$ cat src/rtl/core/i2csr_pkg.sv
`timescale 1ns / 1ps
// ----------------------------------------------------------------------------
// i2csr_pkg
// Shared types and constants of the I2C sensor register target: event codes,
// generator constants, and the command and status groups between the
// controller and the datapath.
// ----------------------------------------------------------------------------
package i2csr_pkg;

    localparam int FILE_BYTES = 8;
    localparam int FILE_AW    = $clog2(FILE_BYTES);

    localparam logic [6:0]  RESET_ADDRESS = 7'h68;
    localparam logic [31:0] LCG_MUL       = 32'd1664525;
    localparam logic [31:0] LCG_ADD       = 32'd1013904223;
    localparam logic [31:0] LCG_SEED      = 32'hDEADBEEF;

    // remainder moduli: 2*16384+1 for X and Y, 2*1000+1 for the offset
    localparam logic [15:0] XY_MODULUS  = 16'd32769;
    localparam logic [16:0] XY_MODULUS2 = 17'd65538;
    localparam logic [15:0] Z_MODULUS   = 16'd2001;
    localparam logic [15:0] Z_MODULUS2  = 16'd4002;
    // 2^11 mod 2001, weight of the bits above the low eleven in a fold
    localparam logic [5:0]  Z_FOLD      = 6'd47;
    localparam logic [15:0] XY_RANGE    = 16'd16384;
    // 16384 base minus the 1000 range
    localparam logic [15:0] Z_OFFSET   = 16'd15384;
    localparam logic [7:0]  PAST_END   = 8'hFF;

    // fold cycles per draw; four folds bring any word below three moduli
    localparam int          FOLD_STEPS = 4;
    localparam logic [1:0]  LAST_FOLD  = 2'(FOLD_STEPS - 1);
    localparam logic [1:0]  LAST_DRAW  = 2'd2;

    typedef enum logic [1:0] {
        ACT_CONNECT    = 2'd0,
        ACT_READ       = 2'd1,
        ACT_WRITE      = 2'd2,
        ACT_DISCONNECT = 2'd3
    } action_t;

    typedef struct packed {
        logic       accept;
        logic       gen_step;
        logic       mod_step;
        logic       store;
        logic [1:0] draw;
    } dp_cmd_t;

    typedef struct packed {
        logic refresh;
    } dp_status_t;

endpackage

$ cat src/rtl/core/i2c_sensor_register_target.sv
`timescale 1ns / 1ps
// ----------------------------------------------------------------------------
// i2c_sensor_register_target
// I2C target with an eight-byte read-only sensor register file and an
// auto-incrementing register pointer, driven by decoded bus events.
// ----------------------------------------------------------------------------
// Each event item gives one result item, registered and ready the cycle after
// the item is taken; a new item is taken while the previous result still
// waits, as long as the result register frees in the same cycle. A connect
// for reading at the device address refreshes the file and keeps the block
// busy for three generator draws, each one multiply step, four modular fold
// steps and one store step. All other events leave the block idle. The
// device address is written through the cfg port and resets to 0x68.
module i2c_sensor_register_target (
    input  logic        clk,
    input  logic        rst_n,
    input  logic        cfg_valid,
    output logic        cfg_ready,
    input  logic [6:0]  cfg_data,       // device_address
    input  logic        s_axis_tvalid,
    output logic        s_axis_tready,
    input  logic [31:0] s_axis_tdata,   // bus_address[6:0], is_read[7],
                                        // write_byte[15:8], temp_code[29:16]
    input  logic [1:0]  s_axis_tuser,   // action[1:0]
    output logic        m_axis_tvalid,
    input  logic        m_axis_tready,
    output logic [15:0] m_axis_tdata    // ack[0], read_byte[8:1]
);

    i2csr_pkg::dp_cmd_t    cmd;
    i2csr_pkg::dp_status_t status;
    logic                  ack;
    logic [7:0]            read_byte;

    assign cfg_ready = 1'b1;

    i2csr_ctrl u_ctrl (
        .clk       (clk),
        .rst_n     (rst_n),
        .in_valid  (s_axis_tvalid),
        .in_ready  (s_axis_tready),
        .out_valid (m_axis_tvalid),
        .out_ready (m_axis_tready),
        .status    (status),
        .cmd       (cmd)
    );

    i2csr_datapath u_datapath (
        .clk         (clk),
        .rst_n       (rst_n),
        .cmd         (cmd),
        .status      (status),
        .action      (s_axis_tuser),
        .bus_address (s_axis_tdata[6:0]),
        .is_read     (s_axis_tdata[7]),
        .write_byte  (s_axis_tdata[15:8]),
        .temp_code   (s_axis_tdata[29:16]),
        .cfg_we      (cfg_valid),
        .cfg_address (cfg_data),
        .ack         (ack),
        .read_byte   (read_byte)
    );

    assign m_axis_tdata = {7'd0, read_byte, ack};

endmodule

$ cat src/rtl/core/i2csr_datapath.sv
`timescale 1ns / 1ps
// ----------------------------------------------------------------------------
// i2csr_datapath
// Register file, pointer, address register, generator and remainder unit,
// and the result register of the I2C sensor register target.
// ----------------------------------------------------------------------------
module i2csr_datapath (
    input  logic                  clk,
    input  logic                  rst_n,
    input  i2csr_pkg::dp_cmd_t    cmd,
    output i2csr_pkg::dp_status_t status,
    input  logic [1:0]            action,
    input  logic [6:0]            bus_address,
    input  logic                  is_read,
    input  logic [7:0]            write_byte,
    input  logic [13:0]           temp_code,
    input  logic                  cfg_we,
    input  logic [6:0]            cfg_address,
    output logic                  ack,
    output logic [7:0]            read_byte
);

    logic [7:0]  file_reg [i2csr_pkg::FILE_BYTES];
    logic [7:0]  ptr_reg;
    logic [7:0]  ptr_next;
    logic        pv_reg;
    logic        pv_next;
    logic [6:0]  dev_addr_reg;
    logic [31:0] gen_reg;
    logic [31:0] gen_next;
    logic [31:0] mod_reg;
    logic [31:0] mod_next;
    logic        ack_reg;
    logic        ack_next;
    logic [7:0]  byte_reg;
    logic [7:0]  byte_next;
    logic        addr_match;
    logic [16:0] xy_sum;
    logic [16:0] xy_rem;
    logic [26:0] z_prod;
    logic [31:0] z_fold;
    logic [15:0] z_low;
    logic [15:0] rem_value;
    logic [15:0] draw_value;
    logic [2:0]  store_idx;
    logic [31:0] gen_product;

    assign addr_match = (bus_address == dev_addr_reg);
    assign status.refresh = (i2csr_pkg::action_t'(action) == i2csr_pkg::ACT_CONNECT)
                            && addr_match && is_read;

    // effect of one item on pointer, flag and result
    always_comb
    begin
        ptr_next  = ptr_reg;
        pv_next   = pv_reg;
        ack_next  = 1'b0;
        byte_next = 8'd0;
        case (i2csr_pkg::action_t'(action))
            i2csr_pkg::ACT_CONNECT:
            begin
                if (addr_match)
                begin
                    ack_next = 1'b1;
                    pv_next  = 1'b0;
                end
            end
            i2csr_pkg::ACT_READ:
            begin
                if (ptr_reg[7:i2csr_pkg::FILE_AW] == '0)
                begin
                    byte_next = file_reg[ptr_reg[i2csr_pkg::FILE_AW-1:0]];
                    ptr_next  = ptr_reg + 8'd1;
                end
                else
                begin
                    byte_next = i2csr_pkg::PAST_END;
                end
            end
            i2csr_pkg::ACT_WRITE:
            begin
                if (!pv_reg)
                begin
                    if (write_byte[7:i2csr_pkg::FILE_AW] == '0)
                    begin
                        ptr_next = write_byte;
                        pv_next  = 1'b1;
                        ack_next = 1'b1;
                    end
                end
                else
                begin
                    ptr_next = ptr_reg + 8'd1;
                    ack_next = 1'b1;
                end
            end
            i2csr_pkg::ACT_DISCONNECT:
            begin
                pv_next = 1'b0;
            end
            default:
            begin
                pv_next = pv_reg;
            end
        endcase
    end

    // 2^15 = -1 mod 32769, so the word folds to top + low - middle
    assign xy_sum = 17'(mod_reg[31:30]) + 17'(mod_reg[14:0])
                    + (17'(i2csr_pkg::XY_MODULUS) - 17'(mod_reg[29:15]));

    always_comb
    begin
        if (xy_sum >= i2csr_pkg::XY_MODULUS2)
        begin
            xy_rem = xy_sum - i2csr_pkg::XY_MODULUS2;
        end
        else if (xy_sum >= {1'b0, i2csr_pkg::XY_MODULUS})
        begin
            xy_rem = xy_sum - {1'b0, i2csr_pkg::XY_MODULUS};
        end
        else
        begin
            xy_rem = xy_sum;
        end
    end

    // 2^11 = 47 mod 2001, so the word folds to high * 47 + low
    assign z_prod   = {6'd0, mod_reg[31:11]} * {21'd0, i2csr_pkg::Z_FOLD};
    assign z_fold   = {5'd0, z_prod} + {21'd0, mod_reg[10:0]};
    assign mod_next = (cmd.draw == i2csr_pkg::LAST_DRAW) ? z_fold : {15'd0, xy_rem};

    // after the folds the offset word is below 5056, at most two moduli over
    assign z_low = {3'd0, mod_reg[12:0]};

    always_comb
    begin
        if (cmd.draw != i2csr_pkg::LAST_DRAW)
        begin
            rem_value = mod_reg[15:0];
        end
        else if (z_low >= i2csr_pkg::Z_MODULUS2)
        begin
            rem_value = z_low - i2csr_pkg::Z_MODULUS2;
        end
        else if (z_low >= i2csr_pkg::Z_MODULUS)
        begin
            rem_value = z_low - i2csr_pkg::Z_MODULUS;
        end
        else
        begin
            rem_value = z_low;
        end
    end

    assign draw_value  = (cmd.draw == i2csr_pkg::LAST_DRAW) ? rem_value + i2csr_pkg::Z_OFFSET
                                                           : rem_value - i2csr_pkg::XY_RANGE;
    assign store_idx   = 3'({cmd.draw, 1'b0}) + 3'd2;
    assign gen_product = gen_reg * i2csr_pkg::LCG_MUL;
    assign gen_next    = gen_product + i2csr_pkg::LCG_ADD;

    always_ff @(posedge clk or negedge rst_n)
    begin
        if (!rst_n)
        begin
            for (int i = 0; i < i2csr_pkg::FILE_BYTES; i++)
            begin
                file_reg[i] <= 8'd0;
            end
            ptr_reg      <= 8'd0;
            pv_reg       <= 1'b0;
            dev_addr_reg <= i2csr_pkg::RESET_ADDRESS;
            gen_reg      <= i2csr_pkg::LCG_SEED;
            mod_reg      <= 32'd0;
        end
        else
        begin
            if (cfg_we)
            begin
                dev_addr_reg <= cfg_address;
            end
            if (cmd.accept)
            begin
                ptr_reg <= ptr_next;
                pv_reg  <= pv_next;
                if (status.refresh)
                begin
                    file_reg[0] <= temp_code[7:0];
                    file_reg[1] <= {2'b00, temp_code[13:8]};
                end
            end
            if (cmd.gen_step)
            begin
                gen_reg <= gen_next;
                mod_reg <= gen_next;
            end
            if (cmd.mod_step)
            begin
                mod_reg <= mod_next;
            end
            if (cmd.store)
            begin
                file_reg[store_idx]        <= draw_value[7:0];
                file_reg[store_idx + 3'd1] <= draw_value[15:8];
            end
        end
    end

    always_ff @(posedge clk)
    begin
        if (cmd.accept)
        begin
            ack_reg  <= ack_next;
            byte_reg <= byte_next;
        end
    end

    assign ack       = ack_reg;
    assign read_byte = byte_reg;

endmodule

$ cat src/rtl/core/i2csr_ctrl.sv
`timescale 1ns / 1ps
// ----------------------------------------------------------------------------
// i2csr_ctrl
// Controller of the I2C sensor register target: item handshake, result
// valid, and the sequence of the three generator draws of a refresh.
// ----------------------------------------------------------------------------
module i2csr_ctrl (
    input  logic                  clk,
    input  logic                  rst_n,
    input  logic                  in_valid,
    output logic                  in_ready,
    output logic                  out_valid,
    input  logic                  out_ready,
    input  i2csr_pkg::dp_status_t status,
    output i2csr_pkg::dp_cmd_t    cmd
);

    typedef enum logic [1:0] {
        ST_IDLE,
        ST_MUL,
        ST_MOD,
        ST_STORE
    } state_t;

    state_t     state_reg;
    logic       out_valid_reg;
    logic [1:0] draw_reg;
    logic [1:0] fold_reg;
    logic       accept;

    assign in_ready  = (state_reg == ST_IDLE) && (!out_valid_reg || out_ready);
    assign accept    = in_valid && in_ready;
    assign out_valid = out_valid_reg;

    always_comb
    begin
        cmd          = '0;
        cmd.accept   = accept;
        cmd.gen_step = (state_reg == ST_MUL);
        cmd.mod_step = (state_reg == ST_MOD);
        cmd.store    = (state_reg == ST_STORE);
        cmd.draw     = draw_reg;
    end

    always_ff @(posedge clk or negedge rst_n)
    begin
        if (!rst_n)
        begin
            state_reg     <= ST_IDLE;
            out_valid_reg <= 1'b0;
            draw_reg      <= 2'd0;
            fold_reg      <= 2'd0;
        end
        else
        begin
            // result register: loaded on accept, freed when taken
            if (accept)
            begin
                out_valid_reg <= 1'b1;
            end
            else if (out_ready)
            begin
                out_valid_reg <= 1'b0;
            end

            case (state_reg)
                ST_IDLE:
                begin
                    if (accept && status.refresh)
                    begin
                        draw_reg  <= 2'd0;
                        state_reg <= ST_MUL;
                    end
                end
                ST_MUL:
                begin
                    fold_reg  <= 2'd0;
                    state_reg <= ST_MOD;
                end
                ST_MOD:
                begin
                    fold_reg <= fold_reg + 2'd1;
                    if (fold_reg == i2csr_pkg::LAST_FOLD)
                    begin
                        state_reg <= ST_STORE;
                    end
                end
                ST_STORE:
                begin
                    if (draw_reg == i2csr_pkg::LAST_DRAW)
                    begin
                        state_reg <= ST_IDLE;
                    end
                    else
                    begin
                        draw_reg  <= draw_reg + 2'd1;
                        state_reg <= ST_MUL;
                    end
                end
                default:
                begin
                    state_reg <= ST_IDLE;
                end
            endcase
        end
    end

endmodule
$ cat config.mk
export PLATFORM = sky130hd
export DESIGN_NAME = i2c_sensor_register_target
export DESIGN_NICKNAME = d
export VERILOG_FILES = /design/src/rtl/core/i2csr_pkg.sv /design/src/rtl/core/i2c_sensor_register_target.sv /design/src/rtl/core/i2csr_datapath.sv /design/src/rtl/core/i2csr_ctrl.sv
export SDC_FILE = /design/constraint.sdc
export NUM_CORES = 1
export LEC_CHECK = 0
export BUFFER_PORTS_ARGS = -buffer_cell sky130_fd_sc_hd__buf_2
export CAP_MARGIN = 20
export CORE_MARGIN = 1.5
export CORE_UTILIZATION = 66
export CTS_CLUSTER_SIZE = 10
export DETAILED_ROUTE_END_ITERATION = 6
export PLACE_DENSITY_LB_ADDON = 0.3
export REMOVE_ABC_BUFFERS = 1
export SYNTH_ARGS = -nofsm -noshare
export SYNTH_HDL_FRONTEND = slang
export SYNTH_SLANG_ARGS = --single-unit
$ cat constraint.sdc
create_clock -name clk -period 12.6 [get_ports clk]
set_clock_uncertainty 0.05 [all_clocks]
set_input_delay 1.26 -clock clk [delete_from_list [all_inputs] [get_ports clk]]
set_output_delay 1.26 -clock clk [all_outputs]
set_load 0.03 [all_outputs]
# After elaboration in Yosys (flattened, before gate mapping)
# Cells that the tools add are included.
[word_totals] in_bits=46 rom_bits=0 mem_bits_rw=0 elab_cells=129 latchBits=0 out_inout_bits=19 mem_count=0 register_bits=160
[op_classes] magnitude_cmp=9 div_mod_pow=0 eq_ne=16 n_mux=42 n_bitwise=3 reduce_logical=22 shifts=0 n_addsub=16 mul=2
[ops] operator="$bwmux 64" n=2
[ops] operator="$mux 16" n=6
[ops] operator="$mux 32" n=3
[ops] operator="$mux 64" n=1
[ops] operator="$mux 8" n=8
[ops] operator="$demux 8 s3" n=2
[ops] operator="$mux 17" n=2
[ops] operator="$add 32x30->32 const B" n=1
[ops] operator="$mul 32x21->32 const B" n=1
[ops] operator="$add 27x11->28" n=1
[ops] operator="$mul 21x6->27 const B" n=1
[ops] operator="$bmux 8 s3" n=1
[ops] operator="$add 17x17->17" n=1
[ops] operator="$ge 17x16->1 const B" n=1
[ops] operator="$ge 17x17->1 const B" n=1
[ops] operator="$sub 16x15->17 const A" n=1
[ops] operator="$sub 17x16->17 const B" n=1
[ops] operator="$sub 17x17->17 const B" n=1
[ops] operator="$add 16x14->16 const B" n=1
[ops] operator="$add 2x15->16" n=1
[ops] operator="$pmux 8 s2" n=1
[ops] operator="$sub 16x15->16 const B" n=1
[ops] operator="$sub 13x11->14 const B" n=1
[ops] operator="$sub 13x12->14 const B" n=1
[ops] operator="other kinds (31)" n=69

# Depth between registers and ports, before layout
[logic_depth] word_depth=9 mapped_depth=24

# Modules after synthesis
# Synthesis repeated with hierarchy kept, for this count alone.
[unflattened] cells_unflattened=2122 area_unflattened_um2=20193.1
[modules_own_cells] mod="i2csr_datapath" area_each_um2=19641.3 cells_per_inst=2066 n_inst=1
[modules_own_cells] mod="i2csr_ctrl" area_each_um2=476.7 cells_per_inst=45 n_inst=1
[modules_own_cells] mod="i2c_sensor_register_target" area_each_um2=75.1 cells_per_inst=11 n_inst=1

# Least setup slack after synthesis
# OpenSTA, ideal clock, no wires.
[synth_path] path_type="register to register" from="register u_datapath.gen_reg[1]" to="register u_datapath.mod_reg[27]" slack_ps=6089 synth_period_minus_slack_ps=6511 path_stages_with_launch=24 path_buffers=0 arrival_ps=6313 cell_sequence="dfstp_2 -> inv_1 -> ha_1 -> xor2_1 -> xor2_1 -> fa_1 -> inv_1 -> fa_1 -> fa_1 -> fa_1 -> inv_1 -> fa_1 -> inv_1 -> ha_1 -> and3_1 -> and2_1 -> a32oi_1 -> o311ai_0 -> a311oi_1 -> nor2_1 -> a21o_1 -> a21oi_1 -> xor2_1 -> o221ai_1"
[synth_via] elab_chain_cells=4
[synth_rtl] element="start, declared" line_no="i2csr_datapath.sv:29" text="logic [31:0] gen_reg;"
[synth_rtl] element="start signal, assigned" line_no="i2csr_datapath.sv:173" text="gen_reg <= i2csr_pkg::LCG_SEED;"
[synth_rtl] element="start signal, assigned" line_no="i2csr_datapath.sv:194" text="gen_reg <= gen_next;"
[synth_rtl] element="$mul 32x21->32" line_no="i2csr_datapath.sv:159" text="assign gen_product = gen_reg * i2csr_pkg::LCG_MUL;"
[synth_rtl] element="$add 32x30->32" line_no="i2csr_datapath.sv:160" text="assign gen_next = gen_product + i2csr_pkg::LCG_ADD;"
[synth_rtl] element="$mux 32" line_no="i2csr_datapath.sv:192" text="if (cmd.gen_step)"
[synth_rtl] element="$mux 32" line_no="i2csr_datapath.sv:197" text="if (cmd.mod_step)"
[synth_rtl] element="end signal, assigned" line_no="i2csr_datapath.sv:195" text="mod_reg <= gen_next;"
[synth_rtl] element="end signal, assigned" line_no="i2csr_datapath.sv:199" text="mod_reg <= mod_next;"
[synth_rtl] element="end, declared" line_no="i2csr_datapath.sv:31" text="logic [31:0] mod_reg;"
# No other way between the ends. The select of a mux whose other input is x is not followed.
# A chain may end at the register's enable or synchronous reset.

# Worst setup path after layout
[layout_path] from="register u_datapath.gen_reg[1]" to="register u_datapath.mod_reg[31]"
# The elaborated chain is that of the path after synthesis.

==> results.yml <==
placement:
  dpl_worst_slack_ps: 5150
  dp_hpwl_um: 40800
  portBuffers: 54
  gp_congestion: 0.938
synthesis:
  post-synth-top-area-fraction_pct: 20.1
  synth_top_family_by_area: "adder cells"
  yosys-top-cells-count: "inv_1, ha_1, fa_1"
  synthAdderAreaFrac_pct: 38.2
  yosys.area.top_type: "fa_1"
  syn_avg_cell_area_sq_um: 9.68
  synth_area_leaders: "fa_1, ha_1, dfrtp_1"
  synth_cell_types: 97
  synth_enable_flop_cells: 9
  syn_inst: 2123
  synth_compound_area_share_pct: 13.8
  synth-xor-area-share_pct: 5.15
  async_flop_share_pct: 94.4
  synthFlopType: "dfrtp_1"
  syn-cell-area_sq_um: 20500
  yosysSeqAreaShare_pct: 19.9
  synthMuxAreaShare_pct: 5.41
  synth_most_common_cell: "inv_1"
  synth_seq_cells: 160
  yosys_warnings: 0
  synth_simple_gate_area_share_pct: 9.18
clock_tree:
  root_buffer: "clkbuf_16"
  cts.sinks: 160
  worstSkewPairLatency_ps: 450
  cts-resized-gates: 0
  cts_buffer_depth: 2
  tritoncts: "built"
  holdBufCountCts: 0
  cts_buffers: 17
  cts_setup_buffers: 0
  clk_pin_slew_ps: 80
  htreeDepth: 4
die:
  io_pins: 65
  fp.dieArea_sq_um: 32200
  core_area_sq_um: 30600
  die_h_um: 179
  die_w_um: 179
  num_rows: 64
  start_util_pct: 67.2
flow_run:
  maxCapViolCount: 0
timing:
  fin_crit_sh_pct: 61.0
  grt_setup_unrepaired: "no"
  setup_ws_ps: 4910
  hold_viol: 0
  worst_pin_slew_ps: 1060
  max_slew_margin_pct: 29.4
  fmax_mhz: 130
  final_max_slew_viol_count: 0
  tns_ps: 0
  layout_min_cycle_time_ps: 7690
  setup_viol: 0
cells_and_area:
  syn_to_final_growth_pct: 5.51
  fin_util_pct: 70.9
  nets: 2691
  antenna-diode-count: 0
  drive_gt1_share_pct: 9.98
worst_setup_path:
  path_max_fanout: 9
  slowest_stage: "dfstp_2"
  cp_common_cell: "fa_1"
  cp.required_ps: 12860
  crit_arrival_ps: 7950
  reg2reg_depth: 22
  cp-end-kind: "register"
  cp-start-kind: "register"
  cpPeakStageDelay_ps: 660
  timing.rr.end: "u_datapath.mod_reg[31]$_DFFE_PN0P_"
  regToRegSetupSlack_ps: 4910
  crit_chain: "inv_1 > ha_1 > xor2_1 > xor2_1 > fa_1 > inv_1 > fa_1 > fa_1 > fa_1 > inv_1 > fa_1 > inv_1 > ha_1 > and3_1 > nand2_1 > o311ai_0 > a311oi_1 > o31ai_1 > a31oi_1 > o21a_1 > xnor2_1 > o22ai_1"
  worstReg2RegStart: "u_datapath.gen_reg[1]$_DFFE_PN1N_"
  critPathKind: "register to register"
drt:
  routed_via_density: 6.10
  drtIter0Drc: 1281
  wl_um: 50500
  drc_errors: 0
  wl_per_cell_um: 19.8
  ant_nets: 0
  drt_pre_antenna_iters: 5
  vias: 15566
status:
  status: "finished, final reports clean"
global_route:
  grt_busiest_layer: "met2"
  grt_max_degree: 93
  grt_overflow_total: 0
  grt_util_met3_pct: 5.71
  antenna_found_initial: 0
  grt_use_met2_pct: 55.6
  grt_pass1_wl_um: 83700
  grtUsageTotal_pct: 32.7
  gr-usage-met1_pct: 41.1
  first_global_vias: 16448
worst_hold_path:
  min_to: "u_datapath.gen_reg[30]$_DFFE_PN1N_"
  hold_path_class: "register to register"
  hold_start: "u_datapath.gen_reg[30]$_DFFE_PN1N_"
  hold_depth: 2
[cell usage in the layout, fill, tap and decap left out, types with 7 or more instances in the layout]
cell / n
inv_1: 371
ha_1: 296
fa_1: 206
nand2_1: 144
dfrtp_1: 124
o21ai_0: 114
a21oi_1: 84
xnor2_1: 83
nor2_1: 81
buf_2: 53
mux2_2: 40
xor2_1: 34
mux2i_1: 30
a21o_1: 29
nand3_1: 27
dfstp_2: 27
nor3_1: 22
a31oi_1: 20
clkbuf_16: 17
mux4_2: 16
nand4_1: 15
a21boi_0: 15
and3_1: 14
nand2b_1: 14
o31ai_1: 14
o211ai_1: 13
o22ai_1: 13
o21a_1: 12
and2_1: 11
o21ai_1: 11
or2_2: 10
or3_1: 9
buf_4: 9
edfxtp_1: 9
a22oi_1: 8
o21bai_1: 8
conb_1: 8
a2111oi_0: 7
nor4_1: 7
a211oi_1: 7
[logic make-up after synthesis]
kind of cell,count (synthesis)
AND/OR/NAND/NOR,385
XOR/XNOR,119
adder cells (fa/ha/maj),503
other,2
flip-flops,160
buffers and inverters,441
AO/OA/AOI/OAI,427
multiplexers,86
[metrics by stage]
step | hold slack, ps | instance area [sq um] | cells
5_1_grt | 443 | 21700 | 2551
3_5_place_dp | 415 | 21100 | 2517
4_1_cts | 427 | 21700 | 2549
2_1_floorplan | 393 | 20200 | 2060
3_3_place_gp | 406 | 21100 | 2517
6_report | 427 | 21700 | 2551
[critical path, delay by kind of cell, from the launching register on]
family	cells	cell delay, ps
AO/OA/AOI/OAI	6	1790
XOR/XNOR	3	870
adder cells (fa/ha/maj)	7	3530
buffers and inverters	4	330
flip-flops	1	660
AND/OR/NAND/NOR	2	300
[worst max-delay path by stage]
stage,startpoint,end,slack (ps)
floorplan,u_datapath.gen_reg[1]$_DFFE_PN1N_,u_datapath.mod_reg[27]$_DFFE_PN0P_,6090
global placement,u_datapath.gen_reg[1]$_DFFE_PN1N_,u_datapath.mod_reg[31]$_DFFE_PN0P_,5230
detailed placement,u_datapath.gen_reg[1]$_DFFE_PN1N_,u_datapath.mod_reg[27]$_DFFE_PN0P_,5150
CTS,u_datapath.gen_reg[1]$_DFFE_PN1N_,u_datapath.mod_reg[27]$_DFFE_PN0P_,5040
global route,u_datapath.gen_reg[1]$_DFFE_PN1N_,u_datapath.mod_reg[31]$_DFFE_PN0P_,4620
finish,u_datapath.gen_reg[1]$_DFFE_PN1N_,u_datapath.mod_reg[31]$_DFFE_PN0P_,4910
[final cells by class]
cell class                      count  area, sq um
Clock inverter                     15          164
Tap cell                          396          495
Inverter                          372         1400
Clock buffer                       17          425
Sequential cell                   160         4080
Timing Repair Buffer               63          344
Fill cell                        2269         8910
Multi-Input combinational cell   1528        14800
[metal layers]
layer / wire [um] / share of wire, %
met1: 20600 / 41
met2: 24600 / 49
met3: 3150 / 6.2
met4: 2070 / 4.1
met5: 0 / 0
Power is left out: the tool's default activity adds up to more than one toggle a clock period on the data nets, which glitch-free logic cannot reach.
